$ cat src/rtl/abaf_pkg.sv
// abaf_pkg: shared types and constants of the arena bump allocator
// operation and status codes, item structs, fixed sizes
// no dependencies
`timescale 1ns / 1ps
`default_nettype none

package abaf_pkg;

  // field widths
  localparam int unsigned OpW     = 2;
  localparam int unsigned SizeW   = 17;
  localparam int unsigned AlignW  = 4;
  localparam int unsigned StatusW = 3;
  localparam int unsigned OffsetW = 16;
  localparam int unsigned PtrW    = 17;
  localparam int unsigned CountW  = 32;
  localparam int unsigned DepthW  = 5;

  // built arena size and frame stack size
  localparam logic [32:0] ArenaBytes = 33'd65536;
  localparam int unsigned MaxFrames  = 16;
  localparam int unsigned FrameIdxW  = (MaxFrames > 1) ? $clog2(MaxFrames) : 1;
  localparam logic [DepthW-1:0] MaxFramesD = DepthW'(MaxFrames);

  // configuration port
  localparam int unsigned PaddrW = 3;
  localparam int unsigned PdataW = 32;
  localparam logic [PaddrW-1:0] RegCapacityAddr = 3'd0;
  localparam logic [PtrW-1:0]   CapacityReset   = 17'd65536;

  typedef enum logic [OpW-1:0] {
    OpAlloc      = 2'd0,
    OpBeginFrame = 2'd1,
    OpEndFrame   = 2'd2,
    OpResetArena = 2'd3
  } op_e;

  typedef enum logic [StatusW-1:0] {
    StOk         = 3'd0,
    StNoRoom     = 3'd1,
    StStackFull  = 3'd2,
    StStackEmpty = 3'd3,
    StZeroSize   = 3'd4
  } status_e;

  typedef struct packed {
    logic [OpW-1:0]    op;
    logic [SizeW-1:0]  size;
    logic [AlignW-1:0] align_log2;
  } req_t;

  typedef struct packed {
    logic [StatusW-1:0] status;
    logic [OffsetW-1:0] offset;
    logic [PtrW-1:0]    used;
    logic [PtrW-1:0]    peak_used;
    logic [CountW-1:0]  alloc_count;
    logic [CountW-1:0]  total_bytes;
    logic [DepthW-1:0]  depth;
  } rsp_t;

endpackage

`default_nettype wire

$ cat src/rtl/arena_bump_allocator_frames.sv
// arena_bump_allocator_frames: bump allocator with a mark/release frame stack
// results are registered; a successful end frame first reads its mark from the mark ram
// throughput: one transaction per cycle while the output is not stalled, except a
//   successful end frame, which holds the input while the mark is read back
// reset: pointer, depth, peak, counters cleared, capacity 65536; stack ram not cleared
// depends on abaf_pkg, abaf_ram
`timescale 1ns / 1ps
`default_nettype none

module arena_bump_allocator_frames
  import abaf_pkg::*;
(
  input  wire logic              clk_i,
  input  wire logic              rst_ni,
  // request channel
  input  wire logic              in_valid_i,
  output logic                   in_stall_o,
  input  wire req_t              in_data_i,
  // result channel
  output logic                   out_valid_o,
  input  wire logic              out_stall_i,
  output rsp_t                   out_data_o,
  // configuration port
  input  wire logic              psel,
  input  wire logic              penable,
  input  wire logic              pwrite,
  input  wire logic [PaddrW-1:0] paddr,
  input  wire logic [PdataW-1:0] pwdata,
  output logic      [PdataW-1:0] prdata,
  output logic                   pready
);

  // one-hot control: idle takes a transaction, pop waits for the mark
  typedef enum logic [1:0] {
    StIdle = 2'b01,
    StPop  = 2'b10
  } state_e;

  state_e state_q, state_d;

  // scalar allocator state
  logic [PtrW-1:0]   cap_q;
  logic [PtrW-1:0]   bump_q, bump_d;
  logic [PtrW-1:0]   peak_q, peak_d;
  logic [DepthW-1:0] depth_q, depth_d;
  logic [CountW-1:0] count_q, count_d;
  logic [CountW-1:0] total_q, total_d;

  // output register
  logic out_valid_q, out_valid_d;
  rsp_t out_q, out_d;
  logic load_out;

  // frame stack ram
  logic                 ram_we, ram_re;
  logic [FrameIdxW-1:0] ram_waddr, ram_raddr;
  logic [PtrW-1:0]      ram_rdata;

  logic              in_acc;
  logic [DepthW-1:0] depth_dec;
  logic [StatusW-1:0] res_status;
  logic [OffsetW-1:0] res_offset;

  // ---------------------------------------------------------------------------
  // configuration: capacity register, written from the apb port
  // ---------------------------------------------------------------------------
  logic cfg_wr;
  assign pready = 1'b1;
  assign cfg_wr = psel && penable && pwrite && pready && (paddr == RegCapacityAddr);

  always_ff @(posedge clk_i or negedge rst_ni) begin
    if (!rst_ni) begin
      cap_q <= CapacityReset;
    end else if (cfg_wr) begin
      cap_q <= pwdata[PtrW-1:0];
    end
  end

  always_comb begin
    prdata = '0;
    if (paddr == RegCapacityAddr) begin
      prdata = {{(PdataW-PtrW){1'b0}}, cap_q};
    end
  end

  // ---------------------------------------------------------------------------
  // allocate datapath: align, add, compare against effective capacity
  // ---------------------------------------------------------------------------
  logic [PtrW-1:0]  eff_cap;
  logic [OffsetW-1:0] align_mask;
  logic [PtrW:0]    aligned;      // pointer plus mask can exceed 17 bits
  logic [PtrW+1:0]  need;         // aligned end of the block
  logic             fits;
  logic [CountW:0]  total_sum;

  // the register may name more than the built arena
  assign eff_cap = ({16'd0, cap_q} > ArenaBytes) ? ArenaBytes[PtrW-1:0] : cap_q;

  assign align_mask = OffsetW'((17'd1 << in_data_i.align_log2) - 17'd1);
  assign aligned    = ({1'b0, bump_q} + {2'b00, align_mask}) & ~{2'b00, align_mask};
  assign need       = {1'b0, aligned} + {2'b00, in_data_i.size};
  assign fits       = need <= {2'b00, eff_cap};
  assign total_sum  = {1'b0, total_q} + {{(CountW+1-SizeW){1'b0}}, in_data_i.size};

  // ---------------------------------------------------------------------------
  // control
  // ---------------------------------------------------------------------------
  // output slot free or draining this cycle, and no pop in flight
  assign in_stall_o = (state_q != StIdle) || (out_valid_q && out_stall_i);
  assign in_acc     = in_valid_i && !in_stall_o;
  assign depth_dec  = depth_q - DepthW'(1);

  // a push writes at its edge and a later pop reads only at a later edge,
  // so one transaction at a time never sees a read-write overlap
  assign ram_waddr = depth_q[FrameIdxW-1:0];
  assign ram_raddr = depth_dec[FrameIdxW-1:0];

  always_comb begin
    state_d    = state_q;
    bump_d     = bump_q;
    peak_d     = peak_q;
    depth_d    = depth_q;
    count_d    = count_q;
    total_d    = total_q;
    res_status = StOk;
    res_offset = '0;
    load_out   = 1'b0;
    ram_we     = 1'b0;
    ram_re     = 1'b0;

    unique case (state_q)
      StIdle: begin
        if (in_acc) begin
          load_out = 1'b1;
          unique case (op_e'(in_data_i.op))
            OpAlloc: begin
              if (in_data_i.size == '0) begin
                res_status = StZeroSize;
              end else if (!fits) begin
                res_status = StNoRoom;
              end else begin
                res_offset = aligned[OffsetW-1:0];
                bump_d     = need[PtrW-1:0];
                if (count_q != '1) begin
                  count_d = count_q + CountW'(1);
                end
                total_d = total_sum[CountW] ? '1 : total_sum[CountW-1:0];
                if (need[PtrW-1:0] > peak_q) begin
                  peak_d = need[PtrW-1:0];
                end
              end
            end
            OpBeginFrame: begin
              if (depth_q >= MaxFramesD) begin
                res_status = StStackFull;
              end else begin
                ram_we  = 1'b1;
                depth_d = depth_q + DepthW'(1);
              end
            end
            OpEndFrame: begin
              if (depth_q == '0) begin
                res_status = StStackEmpty;
              end else begin
                // mark arrives next cycle, result is registered then
                ram_re   = 1'b1;
                depth_d  = depth_dec;
                load_out = 1'b0;
                state_d  = StPop;
              end
            end
            OpResetArena: begin
              bump_d  = '0;
              depth_d = '0;
              count_d = '0;
            end
          endcase
        end
      end
      StPop: begin
        bump_d   = ram_rdata;
        load_out = 1'b1;
        state_d  = StIdle;
      end
      default: begin
        state_d = StIdle;
      end
    endcase

    // the result shows the state after the transaction
    out_d.status      = res_status;
    out_d.offset      = res_offset;
    out_d.used        = bump_d;
    out_d.peak_used   = peak_d;
    out_d.alloc_count = count_d;
    out_d.total_bytes = total_d;
    out_d.depth       = depth_d;

    out_valid_d = load_out ? 1'b1 : (out_valid_q && out_stall_i);
  end

  always_ff @(posedge clk_i or negedge rst_ni) begin
    if (!rst_ni) begin
      state_q     <= StIdle;
      bump_q      <= '0;
      peak_q      <= '0;
      depth_q     <= '0;
      count_q     <= '0;
      total_q     <= '0;
      out_valid_q <= 1'b0;
    end else begin
      state_q     <= state_d;
      bump_q      <= bump_d;
      peak_q      <= peak_d;
      depth_q     <= depth_d;
      count_q     <= count_d;
      total_q     <= total_d;
      out_valid_q <= out_valid_d;
    end
  end

  // payload register, no reset needed
  always_ff @(posedge clk_i) begin
    if (load_out) begin
      out_q <= out_d;
    end
  end

  assign out_valid_o = out_valid_q;
  assign out_data_o  = out_q;

  // ---------------------------------------------------------------------------
  // frame mark stack
  // ---------------------------------------------------------------------------
  abaf_ram #(
    .Width(PtrW),
    .Depth(MaxFrames)
  ) u_mark_ram (
    .clk_i  (clk_i),
    .we_i   (ram_we),
    .waddr_i(ram_waddr),
    .wdata_i(bump_q),
    .re_i   (ram_re),
    .raddr_i(ram_raddr),
    .rdata_o(ram_rdata)
  );

  // ---------------------------------------------------------------------------
  // assertions
  // ---------------------------------------------------------------------------
  // stack depth never passes the built stack
  a_depth_bound: assert property (@(posedge clk_i) disable iff (!rst_ni)
    depth_q <= MaxFramesD)
    else $error("frame depth above stack size");

  // a pop result always finds the output slot empty
  a_pop_slot_free: assert property (@(posedge clk_i) disable iff (!rst_ni)
    (state_q == StPop) |-> !out_valid_q)
    else $error("pop completes into an occupied output slot");

  // pointer never rises above the recorded peak
  a_bump_le_peak: assert property (@(posedge clk_i) disable iff (!rst_ni)
    bump_q <= peak_q)
    else $error("bump pointer above peak");

  // zero-size allocate reports its error on the next cycle
  a_zero_size: assert property (@(posedge clk_i) disable iff (!rst_ni)
    (in_acc && (in_data_i.op == OpAlloc) && (in_data_i.size == '0)) |=>
      (out_valid_q && (out_q.status == StZeroSize)))
    else $error("zero-size allocate not reported");

endmodule

`default_nettype wire

$ cat src/rtl/abaf_ram.sv
// abaf_ram: generic single-write, single-read synchronous ram
// one write port, one read port with registered read data
// no dependencies
`timescale 1ns / 1ps
`default_nettype none

module abaf_ram #(
  parameter int unsigned Width = 17,
  parameter int unsigned Depth = 16
) (
  input  wire logic                                  clk_i,
  input  wire logic                                  we_i,
  input  wire logic [((Depth > 1) ? $clog2(Depth) : 1)-1:0] waddr_i,
  input  wire logic [Width-1:0]                      wdata_i,
  input  wire logic                                  re_i,
  input  wire logic [((Depth > 1) ? $clog2(Depth) : 1)-1:0] raddr_i,
  output logic      [Width-1:0]                      rdata_o
);

  logic [Width-1:0] mem_q [Depth];

  always_ff @(posedge clk_i) begin
    if (we_i) begin
      mem_q[waddr_i] <= wdata_i;
    end
    if (re_i) begin
      rdata_o <= mem_q[raddr_i];
    end
  end

endmodule

`default_nettype wire
$ cat config.mk
export PLATFORM = sky130hd
export DESIGN_NAME = arena_bump_allocator_frames
export DESIGN_NICKNAME = d
export VERILOG_FILES = /design/src/rtl/abaf_pkg.sv /design/src/rtl/arena_bump_allocator_frames.sv /design/src/rtl/abaf_ram.sv
export SDC_FILE = /design/constraint.sdc
export NUM_CORES = 1
export LEC_CHECK = 0
export ABC_AREA = 0
export BUFFER_PORTS_ARGS = -buffer_cell sky130_fd_sc_hd__buf_2
export CELL_PAD_IN_SITES_DETAIL_PLACEMENT = 1
export CELL_PAD_IN_SITES_GLOBAL_PLACEMENT = 2
export CORE_AREA = 4 4 244 246
export CTS_CLUSTER_DIAMETER = 120
export DETAILED_ROUTE_END_ITERATION = 12
export DIE_AREA = 0 0 248 250
export GPL_ROUTABILITY_DRIVEN = 0
export PLACE_DENSITY = 0.89
export SETUP_SLACK_MARGIN = 0.1
export SLEW_MARGIN = 20
export SYNTH_ARGS = -nofsm -noshare
export SYNTH_HDL_FRONTEND = slang
export SYNTH_SLANG_ARGS = --single-unit
$ cat constraint.sdc
create_clock -name clk_i -period 8.91 [get_ports clk_i]
set_clock_uncertainty 0.05 [all_clocks]
set_input_delay 0 -clock clk_i [delete_from_list [all_inputs] [get_ports clk_i]]
set_output_delay 0 -clock clk_i [all_outputs]
set_load 0.01 [all_outputs]
# Word level (Yosys, flattened, before mapping)
# Memory sizes are Yosys's and may differ from the RTL's. A register that Yosys moved wholly into a read port is not among the register bits.
# Cells that the tools add are included.
[totals]
reg_bits = 245
ram_bits = 272
input_bits = 65
memories = 1
[memory_table]
columns = ["memory", "depth", "width", "rd", "rd_ports_with_merged_regs", "wr", "line_no", "source"]
rows = [
  ["u_mark_ram.mem_q", 16, 17, 1, 1, 1, "abaf_ram.sv:20", "logic [Width-1:0] mem_q [Depth];"],
]
[op_classes]
add_sub_neg = 7
n_lt_le_gt_ge = 4
eq_ne = 10
shift = 1
mux = 54
bitwise_logic = 6
reduce_logical = 14
[op_table]
columns = ["operator", "n"]
rows = [
  ["2-to-1 mux 32 bit", 11],
  ["2-to-1 mux 17 bit", 11],
  ["case mux 17 bit (2 select lines)", 2],
  ["case mux 32 bit (2 select lines)", 1],
  ["adder 32 x 17 -> 33 bit", 1],
  ["adder 32 x 1 -> 32 bit, second input constant", 1],
  ["inequality test 32 bit, second input constant", 1],
  ["2-to-1 mux 5 bit", 4],
  ["adder 18 x 17 -> 19 bit", 1],
  ["less-or-equal comparator 19 x 17 -> 1 bit", 1],
  ["adder 17 x 16 -> 18 bit", 1],
  ["AND 18 bit", 1],
  ["inverter 16 -> 18 bit", 1],
  ["> comparator 17 bit", 1],
  ["> comparator 17 bit, second input constant", 1],
  ["zero test 17 bit", 1],
  ["left shift 1 x 4 -> 16 bit, first input constant", 1],
  ["subtractor 16 x 1 -> 16 bit, second input constant", 1],
  ["2-to-1 mux 1 bit", 15],
  ["case mux 5 bit (3 select lines)", 1],
  ["2-to-1 mux 2 bit", 6],
  ["case mux 3 bit (3 select lines)", 1],
  ["equality test 2 bit, second input constant", 3],
  ["adder 5 x 1 -> 5 bit, second input constant", 1],
  ["17 further kinds", 27],
]

# Longest topological paths before layout
# Gate-level depths: netlist of run 1.
[logic_depth]
depth_word = 12
depth_mapped = 36

# Cells and area by module
# A second synthesis of run 1 with hierarchy kept.
[unflattened]
hier_cells = 1730
hier_area_um2 = 24405.9
[by_module_without_submodules]
columns = ["module", "n_inst", "cells_each", "area_each_um2"]
rows = [
  ["arena_bump_allocator_frames", 1, 1272, 13598.0],
  ["abaf_ram", 1, 458, 10807.9],
]

# Least setup slack after synthesis of run 1
# OpenSTA, ideal clock, no wires.
[synth_timing]
path_kind = "register to register"
startpoint = "register depth_q[0]"
endpoint = "register out_q (netlist bit out_data_o[0]), enable pin"
setup_time_ns = 0.604
arrival_ns = 6.766
required_ns = 8.256
path_slack_ns = 1.490
path_stages_with_launch = 9
n_path_buf = 2
cell_sequence = "dfrtp_1 > clkbuf_1 > clkbuf_1 > inv_1 > ha_1 > nand2_1 > o21ai_0 > a21oi_1 > nor2_1"
[synth_between]
elab_chain_len = 5
[synth_lines]
columns = ["item", "line_no", "source"]
rows = [
  ["from (decl)", "arena_bump_allocator_frames.sv:45", "logic [DepthW-1:0] depth_q, depth_d;"],
  ["from (signal assigned)", "arena_bump_allocator_frames.sv:215", "depth_q <= depth_d;"],
  ["zero test 5 bit", "arena_bump_allocator_frames.sv:162", "if (depth_q == '0) begin"],
  ["2-to-1 mux 1 bit", "arena_bump_allocator_frames.sv:162", ""],
  ["2-to-1 mux 1 bit", "arena_bump_allocator_frames.sv:135", "unique case (op_e'(in_data_i.op))"],
  ["2-to-1 mux 1 bit", "arena_bump_allocator_frames.sv:133", "if (in_acc) begin"],
  ["case mux 1 bit (2 select lines)", "arena_bump_allocator_frames.sv:131", "unique case (state_q)"],
  ["net load_out", "arena_bump_allocator_frames.sv:52", "logic load_out;"],
  ["to (signal assigned)", "arena_bump_allocator_frames.sv:225", "out_q <= out_d;"],
  ["to (decl)", "arena_bump_allocator_frames.sv:51", "rsp_t out_q, out_d;"],
]
# The timed path passes the listed nets, and every way through them passes these cells.
# A chain may end at the register's enable or synchronous reset.

# Worst setup path after layout of run 1
[layout_timing]
startpoint = "input port in_data_i[2] (netlist bit)"
endpoint = "register out_q (netlist bit out_data_o[83]), data pin"
[layout_between]
elab_chain_len = 12
elab_cells_between_ends = 14
classes_between = "3 x add/sub; 2 x order compare; 1 x shift; 6 x mux; 2 x bitwise"
[layout_lines]
columns = ["item", "line_no", "source"]
rows = [
  ["from (decl)", "arena_bump_allocator_frames.sv:18", "input wire req_t in_data_i,"],
  ["left shift 1 x 4 -> 16 bit *", "arena_bump_allocator_frames.sv:99", "assign align_mask = OffsetW'((17'd1 << in_data_i.align_log2) - 17'd1);"],
  ["subtractor 16 x 1 -> 16 bit *", "arena_bump_allocator_frames.sv:99", ""],
  ["adder 17 x 16 -> 18 bit or inverter 16 -> 18 bit (tied branches)", "arena_bump_allocator_frames.sv:100", "assign aligned = ({1'b0, bump_q} + {2'b00, align_mask}) & ~{2'b00, align_mask};"],
  ["AND 18 bit *", "arena_bump_allocator_frames.sv:100", ""],
  ["net aligned[11]", "arena_bump_allocator_frames.sv:91", "logic [PtrW:0] aligned;"],
  ["adder 18 x 17 -> 19 bit *", "arena_bump_allocator_frames.sv:101", "assign need = {1'b0, aligned} + {2'b00, in_data_i.size};"],
  ["> comparator 17 bit", "arena_bump_allocator_frames.sv:148", "if (need[PtrW-1:0] > peak_q) begin"],
  ["2-to-1 mux 17 bit", "arena_bump_allocator_frames.sv:148", ""],
  ["2-to-1 mux 17 bit *", "arena_bump_allocator_frames.sv:139", "end else if (!fits) begin"],
  ["2-to-1 mux 17 bit *", "arena_bump_allocator_frames.sv:137", "if (in_data_i.size == '0) begin"],
  ["2-to-1 mux 17 bit *", "arena_bump_allocator_frames.sv:135", ""],
  ["2-to-1 mux 17 bit *", "arena_bump_allocator_frames.sv:133", ""],
  ["2-to-1 mux 17 bit *", "arena_bump_allocator_frames.sv:131", ""],
  ["net peak_d[14]", "arena_bump_allocator_frames.sv:44", "logic [PtrW-1:0] peak_q, peak_d;"],
]
# Mark *: on every way through the listed nets, which the timed path passes. The rest lies on a longest branch.

==> results.txt, run 1 <==
----------------------------------------------------
[Run status]
  Status ... complete, no violations

[Die]
  DIE HEIGHT ... approximately 250 um
  Number of placement rows ... 88
  Core region area ... 57400 sq um
  Die Area ... a little over 60000 sq um
  Die width ... 248 um
  Top-level I/O count ... 222
  Initial standard-cell utilization of the core ... 42.5%

[Logic synthesis]
  Arithmetic-cell share of the synthesized area counting full adders, half adders and majority gates ... 4.97%
  Most common flop cell mapped by yosys ... edfxtp_1
  Share of cell area taken by muxes after synthesis ... roughly a tenth
  Number of synthesized flops with an enable pin ... 411
  Share of the yosys chip area belonging to registers ... 63.2%
  Average instance area after synthesis ... 14.3 sq um
  Mapped cell area ... roughly 24000 sq um
  Register bit count reported by yosys ... 534
  Share of the synthesized area in the top cell type ... 50.6%
  Top cells by area in the synthesized netlist ... edfxtp_1 51%, dfrtp_1 12%, mux4_2 7.8%
  Unique masters post-synth ... 75
  Largest family of logic cells by synthesized area ... multiplexers
  Xor-xnor portion of the synthesized cell area ... 1.58%
  Cell type with the largest total area after synthesis ... edfxtp_1
  Share of the synthesized area in compound gates (AO/OA/AOI/OAI) ... under 10%
  Cell count after synthesis ... 1707
  Area fraction in and, or, nand and nor cells after synthesis ... 9.78%
  Yosys synthesis warning count ... 0
  Fraction of registers with async set/reset ... 23.0%

[Drt]
  Iteration-0 DRC Markers ... 1128
  Antenna Violating Nets Remaining ... 0
  Wirelength per Cell ... 25.2 um
  Drc violations ... 0
  Via/cell ratio ... 5.74
  First-pass detailed-route iteration total ... 5
  Total Routed Length ... 70.4 mm
  Routed vias ... roughly 16000

[Layout]
  Post-synthesis to final-layout area growth ... 17.9%
  Nets@finish ... approximately 2100
  Most frequent cells in the layout ... 411 x edfxtp_1, 189 x buf_2, 120 x dfrtp_1
  Commonest non-fill, non-tap cell in the layout ... edfxtp_1
  Final Instance Area ... 28800 sq um
  Number of fill cells in the layout ... 5704
  Core utilization of the finished layout ... between 50% and 60%
  Total inserted antenna cells ... 0
  Fraction of final layout cells sized beyond drive strength 1 ... 23.9%

[CTS]
  CTS tree ... built
  Cell at the root of the clock tree ... clkbuf_16
  Clock buffer depth ... 3
  Post-CTS repair timing setup buffer count ... 0
  Number of sinks on the clock net ... around 530
  Clock Latency Late Sink ... 0.64 ns
  Reg clk slew, reported paths ... 0.06 ns
  Total CTS buffers ... 56
  H-tree depth reported by CTS ... 2

[STA]
  Final-layout setup total negative slack ... 0 ns
  Tightest Pin Transition ... 1.13 ns
  Max-slew headroom ... 24.3%
  Setup-violating endpoint count in the final report ... 0
  Number of max-slew violations in the final report ... 0
  FMAX ... 120 MHz
  Fin crit period ... 8.36 ns
  Number of failing hold endpoints at the final stage ... 0
  Ratio of final minimum period to clock period ... a little over nine tenths
  RSZ-0062 raised after global routing ... yes

[Place]
  Total of buffers placed on input and output ports ... 190
  Detailed placement HPWL ... between 40 and 50 mm
  Placed cell areas ... between 20000 and 30000 sq um

[Flow run]
  Maxcap violations ... 0

[Setup path]
  Startpoint type of the worst setup path ... input pin
  Data required time at the worst endpoint ... 9.24 ns
  Critical-path cell with the highest stage delay ... a211oi_4
  Critical Setup Path Class ... input pin to flip-flop
  Slowest Stage Delay on Critical Path ... roughly 0.65 ns
  Setup crit end kind ... flip-flop
  Crit-path max FO ... 17
  Data arrival time at the worst-slack endpoint ... 8.68 ns

[GRT]
  Initial antenna violation count ... 0
  Maximum number of pins on one net before global-route repair ... 71
  Remaining Overflow, GRT ... 0
  Global router's overall resource usage ... 22.5%
  First-pass GRT wire length ... 106 mm
  Vias in the first global route ... 17300

[Pwr]
  Pwr Total ... 10.1 mW
  Power density normalized to cell area ... 352 nW/um^2
  Worst VDD drop ... 0.000178 V
  Leak ... 11.0 nW

[Min path]
  Worst hold-check path type ... input pin to flip-flop

----------------------------------------------------
sequential cells by signal, summed over array words and instances (netlist names):
register,cells
peak_q,17
total_q,32
out_valid_o,1
u_mark_ram.rdata_o,17
u_mark_ram.mem_q,272
out_data_o,122
cap_q,17
state_q,2
count_q,32
depth_q,5
bump_q,17
through the flow:
stage | setup slack [ns] | instances | hold slack, ns
detailed placement | 0.239 | 2647 | 0.0987
finish | 0.554 | 2793 | 0.0353
global route | 0.0542 | 2793 | 0.0314
floorplan | 1.49 | 1722 | -0.346
CTS | 0.269 | 2792 | 0.00532
global placement | 0.806 | 2645 | 0.0781
per-layer routing:
metal	vias to the layer above	routed length, um	global-route usage [%]
met5	-	0	0
met2	494	36000	39.0
met4	0	2430	7.35
li1	7108	-	-
met3	154	4110	3.78
met1	8284	27900	28.8
cell families (layout without fill, tap and decap cells):
family	Yosys count	count (layout)
flip-flops	534	534
AND/OR/NAND/NOR	473	473
AO/OA/AOI/OAI	298	299
buffers and inverters	131	436
multiplexers	130	130
adder cells (fa/ha/maj)	95	95
XOR/XNOR	44	44
other	2	17
synth_stat cells (5+ instances only):
| library cell | count |
|---|---|
| nor2_1 | 92 |
| nand2b_1 | 15 |
| inv_1 | 53 |
| a211oi_1 | 8 |
| o21bai_1 | 8 |
| o31ai_1 | 10 |
| edfxtp_1 | 411 |
| o211ai_1 | 6 |
| and2_1 | 50 |
| buf_2 | 5 |
| nand3_1 | 43 |
| or3_1 | 22 |
| or2_2 | 5 |
| mux2_2 | 32 |
| nor2b_1 | 17 |
| a31oi_1 | 10 |
| o21ai_0 | 66 |
| xor2_1 | 14 |
| dfrtp_1 | 121 |
| nor4_1 | 15 |
| ha_1 | 92 |
| buf_4 | 16 |
| mux4_2 | 85 |
| nand2_1 | 110 |
| nor3_1 | 44 |
| or4_1 | 8 |
| a221o_1 | 19 |
| a21o_1 | 20 |
| nand4_1 | 19 |
| o21a_1 | 12 |
| a21oi_1 | 90 |
| xnor2_1 | 30 |
| mux2_4 | 8 |
| mux2i_1 | 5 |
| and3_1 | 20 |
| clkbuf_1 | 52 |
critical path: cells and delay by family:
family	cells	cell delay (ns)
AOI/OAI and AO/OA	13	3.31
and+or+nand+nor	12	2.24
adders and majority gates	4	1.41
buffers and inverters	4	1.18
muxes	1	0.35
xor gates and xnor gates	1	0.17
where the power goes:
| part | internal (mW) | leakage (nW) | total, mW | switching, mW |
|---|---|---|---|---|
| registers | 3.41 | 5.45 | 3.83 | 0.420 |
| clock network | 1.31 | 0.897 | 2.31 | 1.00 |
| logic | 1.60 | 4.62 | 3.99 | 2.39 |
path summary, 6_finish.rpt:
kind                          startpoint        endpoint  slack, ns  depth (start not counted)
min in group asynchronous         rst_ni        cap_q[6]       0.43                          3
min                        in_data_i[11]      total_q[7]       0.04                          4
min reg2reg                   state_q[1]      state_q[1]       0.47                          1
max reg2reg                    bump_q[0]  out_data_o[83]       1.24                         32
max                         in_data_i[2]  out_data_o[83]       0.55                         35
max in group asynchronous         rst_ni      depth_q[0]       7.21                          4
cell type report:
cell class	instances	area (sq um)	area share, %
inverter	54	203	0.705
sequential	534	15400	53.6
multi-input combinational	1058	8590	29.9
tap	765	957	3.33
clock buffer	81	1600	5.55
clock inverter	24	231	0.805
timing repair buffer	277	1760	6.12
what timing repair did:
item | 4_1_cts | 5_1_grt
endpoints found under the hold margin | 114 | 0
resized for setup | 0 | 7
hold buffers | 40 | 0
setup endpoints to repair | 0 | 98
(Power assumes the default switching activity.)
==> inputs of run 2 (changes only) <==
--- a/config.mk
+++ b/config.mk
@@ -6,15 +6,15 @@
 export NUM_CORES = 1
 export LEC_CHECK = 0
 export ABC_AREA = 0
-export BUFFER_PORTS_ARGS = -buffer_cell sky130_fd_sc_hd__buf_2
 export CELL_PAD_IN_SITES_DETAIL_PLACEMENT = 1
 export CELL_PAD_IN_SITES_GLOBAL_PLACEMENT = 2
-export CORE_AREA = 4 4 244 246
+export CORE_AREA = 4 4 236 238
 export CTS_CLUSTER_DIAMETER = 120
 export DETAILED_ROUTE_END_ITERATION = 12
-export DIE_AREA = 0 0 248 250
+export DIE_AREA = 0 0 240 242
+export DONT_BUFFER_PORTS = 1
 export GPL_ROUTABILITY_DRIVEN = 0
-export PLACE_DENSITY = 0.89
+export PLACE_DENSITY = 0.88
 export SETUP_SLACK_MARGIN = 0.1
 export SLEW_MARGIN = 20
 export SYNTH_ARGS = -nofsm -noshare
==> run 2 against run 1 <==
Effect of this change: maximum frequency is 1.6% higher; combinational power is 8.5% lower; wire length is 4.8% lower; sequential power is 3% higher; total power is 2.9% lower; core utilization is 1.6 points higher.
==> results.txt, run 2 (synthesis gave the netlist of run 1 again) <==
----------------------------------------------------
[CTS]
  Post-CTS repair timing setup buffer count ... 0 (unchanged)
  Total CTS buffers ... 55 (-1.8%)
  Reg clk slew, reported paths ... 0.06 ns (about the same)
  Cell at the root of the clock tree ... clkbuf_16
  Number of sinks on the clock net ... 534 (unchanged)
  Clock Latency Late Sink ... 0.60 ns (-0.04 ns)
  H-tree depth reported by CTS ... 2 (unchanged)
  CTS tree ... built
  Clock buffer depth ... 3 (unchanged)

[Setup path]
  Data required time at the worst endpoint ... 9.27 ns (+0.03 ns)
  Critical Setup Path Class ... input pin to flip-flop
  Startpoint type of the worst setup path ... input pin
  Critical-path cell with the highest stage delay ... or4b_2
  Slowest Stage Delay on Critical Path ... 0.69 ns (+0.04 ns)
  Setup crit end kind ... flip-flop
  Data arrival time at the worst-slack endpoint ... 8.58 ns (-0.10 ns)
  Crit-path max FO ... 61 (+44)

[Pwr]
  Worst VDD drop ... 0.000169 V (-4.7%)
  Leak ... 10.2 nW (-7.3%)
  Power density normalized to cell area ... 355 nW/um^2 (+0.67%)

[Drt]
  First-pass detailed-route iteration total ... 5 (unchanged)
  Antenna Violating Nets Remaining ... 0 (unchanged)
  Drc violations ... 0 (unchanged)
  Iteration-0 DRC Markers ... 1215 (+7.7%)
  Routed vias ... 15300 (-4.3%)
  Via/cell ratio ... 6.03 (+5.0%)
  Total Routed Length ... 67.0 mm (-4.8%)
  Wirelength per Cell ... 26.3 um (+4.4%)

[Run status]
  Status ... complete, no violations

[STA]
  Number of failing hold endpoints at the final stage ... 0 (unchanged)
  Worst hold-check slack ... 0.0388 ns (+0.00356 ns)
  FMAX ... 122 MHz (+1.6%)
  Max-slew headroom ... 25.8% (+1.5 points)
  Tightest Pin Transition ... 1.10 ns (-0.0225 ns)
  Fin crit period ... 8.23 ns (-0.129 ns)
  Number of max-slew violations in the final report ... 0 (unchanged)
  Ratio of final minimum period to clock period ... 92.3% (-1.4 points)
  RSZ-0062 raised after global routing ... no
  Final-layout setup total negative slack ... 0 ns (unchanged)
  Final setup slack of the worst path ... 0.683 ns (+0.129 ns)
  Setup-violating endpoint count in the final report ... 0 (unchanged)

[Die]
  Die width ... 240 um (-3.2%)
  Core region area ... 53600 sq um (-6.6%)
  Number of placement rows ... 85 (-3.4%)
  Die Area ... 58100 sq um (-6.3%)
  DIE HEIGHT ... 242 um (-3.2%)
  Initial standard-cell utilization of the core ... 45.5% (+3.0 points)
  Top-level I/O count ... 222 (unchanged)

[GRT]
  Global router's overall resource usage ... 22.5% (about the same)
  Maximum number of pins on one net before global-route repair ... 105 (+48%)
  Vias in the first global route ... 15900 (-8.3%)
  Remaining Overflow, GRT ... 0 (unchanged)
  Initial antenna violation count ... 1 (+1)
  First-pass GRT wire length ... 100 mm (-5.7%)

[Layout]
  Most frequent cells in the layout ... 411 x edfxtp_1, 120 x dfrtp_1, 110 x nand2_1
  Post-synthesis to final-layout area growth ... 13.7%
  Reg with most FFs ... u_mark_ram.mem_q
  Commonest non-fill, non-tap cell in the layout ... edfxtp_1
  Fraction of final layout cells sized beyond drive strength 1 ... 14.9% (-9.0 points)
  Number of flip-flops in the largest register ... 272 (unchanged)
  Nets@finish ... 1964 (-8.3%)

[Place]
  Setup WS pre-CTS ... 0.558 ns (+0.318 ns)
  Detailed placement HPWL ... 44.0 mm (-5.3%)
  Total of buffers placed on input and output ports ... 0 (-100%)

[Min path]
  Worst hold-check path type ... input pin to flip-flop

[Flow run]
  Maxcap violations ... 0 (unchanged)

----------------------------------------------------
-- run 2: critical path: cells and delay by family --
kind	cells	cell delay, ns
AOI/OAI and AO/OA	12	2.79
and+or+nand+nor	12	2.58
adders and majority gates	4	1.26
buffers and inverters	3	1.21
xor gates and xnor gates	3	0.70
-- run 2: layer usage --
layer / vias to the layer above / GRT usage [%] / share of wire, %
met4: 0 / 6.64 / 2.9
met2: 471 / 37.1 / 49
met1: 8019 / 30.5 / 42
met5: - / 0 / 0
li1: 6739 / - / -
met3: 118 / 4.55 / 6.3
-- run 2: power by group --
part           internal (mW)  switching (mW)  total [mW]
Clock                   1.29           0.950        2.24
Sequential              3.42           0.531        3.95
Combinational           1.47            2.18        3.65
Total                   6.18            3.66        9.84
-- run 2: final cells by class --
class / count / area (sq um)
fill: 5229 / 25900
inverter: 54 / 203
tap: 696 / 871
multi-input combinational: 1057 / 8550
clock inverter: 14 / 155
clock buffer: 88 / 1570
antenna: 1 / 2.50
sequential: 534 / 15400
timing repair buffer: 102 / 951
-- run 2: final timing paths --
kind | from | end | slack (ns) | depth (start not counted)
worst max-delay path | in_data_i[2] | out_data_o[42] | 0.68 | 34
worst min-delay path | in_data_i[1] | out_data_o[104] | 0.04 | 5
worst max register to register | bump_q[2] | out_data_o[42] | 1.52 | 29
worst min register to register | state_q[1] | state_q[1] | 0.47 | 1
max in group asynchronous | rst_ni | depth_q[0] | 7.40 | 4
min in group asynchronous | rst_ni | count_q[8] | 0.48 | 3
-- run 2: timing repair --
action	CTS	global route
hold endpoints to repair	196	0
hold buffers	57	0
resized for setup	0	5
setup endpoints to repair	0	55
-- run 2: metrics by stage --
step / cells / area, sq um / util, % / power [mW]
after floorplan: 1722 / 24400 / - / 6.29
after global placement: 2382 / 25300 / 47.3 / 7.35
after detailed placement: 2386 / 25400 / 47.4 / 7.54
after CTS: 2545 / 27700 / 51.7 / 9.88
after global routing: 2545 / 27700 / 51.7 / 10.4
final: 2546 / 27700 / 51.7 / 9.84
==> inputs of run 3 (changes only) <==
--- a/config.mk
+++ b/config.mk
@@ -6,6 +6,7 @@
 export NUM_CORES = 1
 export LEC_CHECK = 0
 export ABC_AREA = 0
+export ABC_CLOCK_PERIOD_IN_PS = 8910
 export CELL_PAD_IN_SITES_DETAIL_PLACEMENT = 1
 export CELL_PAD_IN_SITES_GLOBAL_PLACEMENT = 2
 export CORE_AREA = 4 4 236 238
@@ -15,6 +16,7 @@
 export DONT_BUFFER_PORTS = 1
 export GPL_ROUTABILITY_DRIVEN = 0
 export PLACE_DENSITY = 0.88
+export REMOVE_ABC_BUFFERS = 1
 export SETUP_SLACK_MARGIN = 0.1
 export SLEW_MARGIN = 20
 export SYNTH_ARGS = -nofsm -noshare
==> run 3 against run 2 <==
Effect of this change: clock power grew 6%; first-iteration DRC count rose by 13%; die area unchanged; critical path depth is 3 lower; non-clock buffer count grew 10; wire length is 3.4% higher; sequential power up 2%; worst setup slack lost 0.17 ns; sequential cell count is the same; cell count grew 0.31%; largest cell class unchanged.
==> results.txt, run 3 (synthesis gave the netlist of run 1 again) <==
----------------------------------------------------
[Setup path]
  First element of the critical path ... in_data_i[3]
  Reg-to-reg startpoint ... bump_q[0]
  Slowest Stage Delay on Critical Path ... 0.80 ns (+0.11 ns)
  Setup crit end kind ... flip-flop
  Critical Setup Path Class ... input pin to flip-flop
  Critical-path cell with the highest stage delay ... or3_2
  Data arrival time at the worst-slack endpoint ... 8.71 ns (+0.13 ns)
  Most used cell, CP ... ha_1
  Data required time at the worst endpoint ... 9.23 ns (-0.04 ns)
  Startpoint type of the worst setup path ... input pin
  Crit-path max FO ... 17 (-72%)

[Pwr]
  Net switching fraction of the power ... 37.7% (+0.55 points)
  Portion of total power attributed to sequential cells ... 40.1% (about the same)
  Worst VDD drop ... 0.000226 V (+34%)
  Switching power ... 3.78 mW (+3.4%)
  Design internal power ... 6.24 mW (+0.98%)
  Relative contribution of combinational cells to total power ... 36.3% (-0.8 points)
  Leak ... 10.3 nW (+0.98%)
  Fraction of power consumed by the clock network ... 23.6% (+0.8 points)
  Power density normalized to cell area ... 359 nW/um^2 (+1.1%)

[Layout]
  Fraction of final layout cells sized beyond drive strength 1 ... 15.7% (+0.74 points)
  Total inserted antenna cells ... 0 (-1)
  Commonest non-fill, non-tap cell in the layout ... edfxtp_1
  Number of flip-flops in the largest register ... 272 (unchanged)
  Post-synthesis to final-layout area growth ... 14.6%
  Nets@finish ... 1973 (+0.46%)
  Reg with most FFs ... u_mark_ram.mem_q
  Most frequent cells in the layout ... 411 x edfxtp_1, 120 x dfrtp_1, 110 x nand2_1
  Final Instance Area ... 27900 sq um (+0.77%)

[Flow run]
  Maxcap violations ... 0 (unchanged)

[STA]
  Number of max-slew violations in the final report ... 0 (unchanged)
  Tightest Pin Transition ... 1.15 ns (+0.0501 ns)
  Number of failing hold endpoints at the final stage ... 0 (unchanged)
  FMAX ... 119 MHz (-2.1%)
  RSZ-0062 raised after global routing ... yes
  Fin crit period ... 8.40 ns (+0.172 ns)
  Final setup slack of the worst path ... 0.511 ns (-0.172 ns)
  Max-slew headroom ... 22.4% (-3.4 points)
  Final-layout setup total negative slack ... 0 ns (unchanged)
  Setup-violating endpoint count in the final report ... 0 (unchanged)
  Ratio of final minimum period to clock period ... 94.3% (+1.9 points)
  Worst hold-check slack ... 0.0136 ns (-0.0253 ns)

[CTS]
  Reg clk slew, reported paths ... 0.06 ns (about the same)
  Cell at the root of the clock tree ... clkbuf_16
  Post-CTS repair timing setup buffer count ... 0 (unchanged)
  Clock Latency Late Sink ... 0.62 ns (+0.02 ns)
  H-tree depth reported by CTS ... 2 (unchanged)
  Clock buffer depth ... 3 (unchanged)
  Total CTS buffers ... 54 (-1.8%)
  CTS tree ... built
  Number of sinks on the clock net ... 534 (unchanged)

[GRT]
  Most Used Layer, Global Route ... met2
  Vias in the first global route ... 16400 (+3.1%)
  Met1 demand-to-capacity share in global routing ... 32.0% (+1.4 points)
  Met3 Track Usage GR ... 4.08% (-0.48 points)
  First-pass GRT wire length ... 104 mm (+4.2%)
  Maximum number of pins on one net before global-route repair ... 104 (-0.95%)
  Remaining Overflow, GRT ... 0 (unchanged)
  Global router's overall resource usage ... 23.6% (+1.0 points)
  Initial antenna violation count ... 0 (-1)
  Met2 usage in global routing ... 39.4% (+2.4 points)

[Drt]
  Wirelength per Cell ... 27.1 um (+3.1%)
  Routed vias ... 15500 (+1.3%)
  Iteration-0 DRC Markers ... 1377 (+13%)
  Total Routed Length ... 69.3 mm (+3.4%)
  Via/cell ratio ... 6.09 (+0.97%)
  Drc violations ... 0 (unchanged)
  First-pass detailed-route iteration total ... 5 (unchanged)
  Antenna Violating Nets Remaining ... 0 (unchanged)

[Place]
  Total of buffers placed on input and output ports ... 0 (unchanged)
  Detailed placement HPWL ... 44.4 mm (+0.85%)
  Setup WS pre-CTS ... 0.573 ns (+0.0155 ns)
  Placed cell areas ... 25400 sq um (-0.21%)

[Die]
  Initial standard-cell utilization of the core ... 45.5% (unchanged)
  DIE HEIGHT ... 242 um (unchanged)
  Number of placement rows ... 85 (unchanged)
  Die Area ... 58100 sq um (unchanged)
  Top-level I/O count ... 222 (unchanged)
  Die width ... 240 um (unchanged)
  Core region area ... 53600 sq um (unchanged)

[Min path]
  Worst hold-check path type ... input pin to flip-flop
  Hold path startpoint ... in_data_i[2]

[Run status]
  Status ... complete, no violations

----------------------------------------------------
run 3: cell types whose count changed in the layout (fill, tap and decap cells not counted), sizes merged:
cell,previous run,this run
buf,47,43
bufinv,3,7
clkbuf,88,60
clkinv,8,21
clkinvlp,2,9
diode,1,0
dlygate4sd3,55,69
inv,55,58
run 3: power groups by stage:
stage          clock, mW  sequential [mW]  combinational (mW)
6_report            2.37             4.02                3.64
5_1_grt             2.52             4.09                3.95
3_5_place_dp           0             4.08                3.47
2_1_floorplan          0             3.89                2.40
4_1_cts             2.41             4.03                3.60
3_3_place_gp           0             4.03                3.31
run 3: per-stage QoR:
step           utilization (%)  instances  total power, mW
4_1_cts                   52.1       2554             10.0
6_report                  52.1       2554             10.0
5_1_grt                   52.1       2554             10.6
2_1_floorplan                -       1645             6.29
3_5_place_dp              47.3       2382             7.54
3_3_place_gp              47.3       2382             7.34
run 3: cell type report:
| type | instances | area (sq um) |
|---|---|---|
| Clock buffer | 60 | 1380 |
| Clock inverter | 41 | 472 |
| Fill cell | 5213 | 25700 |
| Inverter | 54 | 203 |
| Multi-Input combinational cell | 1057 | 8560 |
| Sequential cell | 534 | 15400 |
| Tap cell | 696 | 871 |
| Timing Repair Buffer | 112 | 1030 |
run 3: what timing repair did:
action | CTS | global route
hold endpoints to repair | 200 | 0
gates resized for setup | 0 | 3
hold buffers | 71 | 0
endpoints found under the setup margin | 0 | 50
run 3: metal layers:
metal,vias to the layer above,wire [um]
met5,-,0
met4,0,1860
met3,113,4760
met2,569,34200
met1,8093,28500
li1,6770,-
run 3: worst max-delay path, delay by kind of cell:
family / cells / cell delay, ns
xor+xnor: 3 / 1.21
buf+inv: 1 / 0.69
mux: 1 / 0.40
simple gates: 11 / 2.68
fa+ha+maj: 4 / 1.47
compound gates: 11 / 2.24
run 3: final timing paths:
kind	end	slack, ns	depth (start not counted)
max in group asynchronous	depth_q[0]	7.38	4
max	out_data_o[75]	0.51	31
min	out_data_o[111]	0.01	3
max reg2reg	out_data_o[75]	0.92	26
min in group asynchronous	count_q[23]	0.48	3
min reg2reg	peak_q[2]	0.48	1
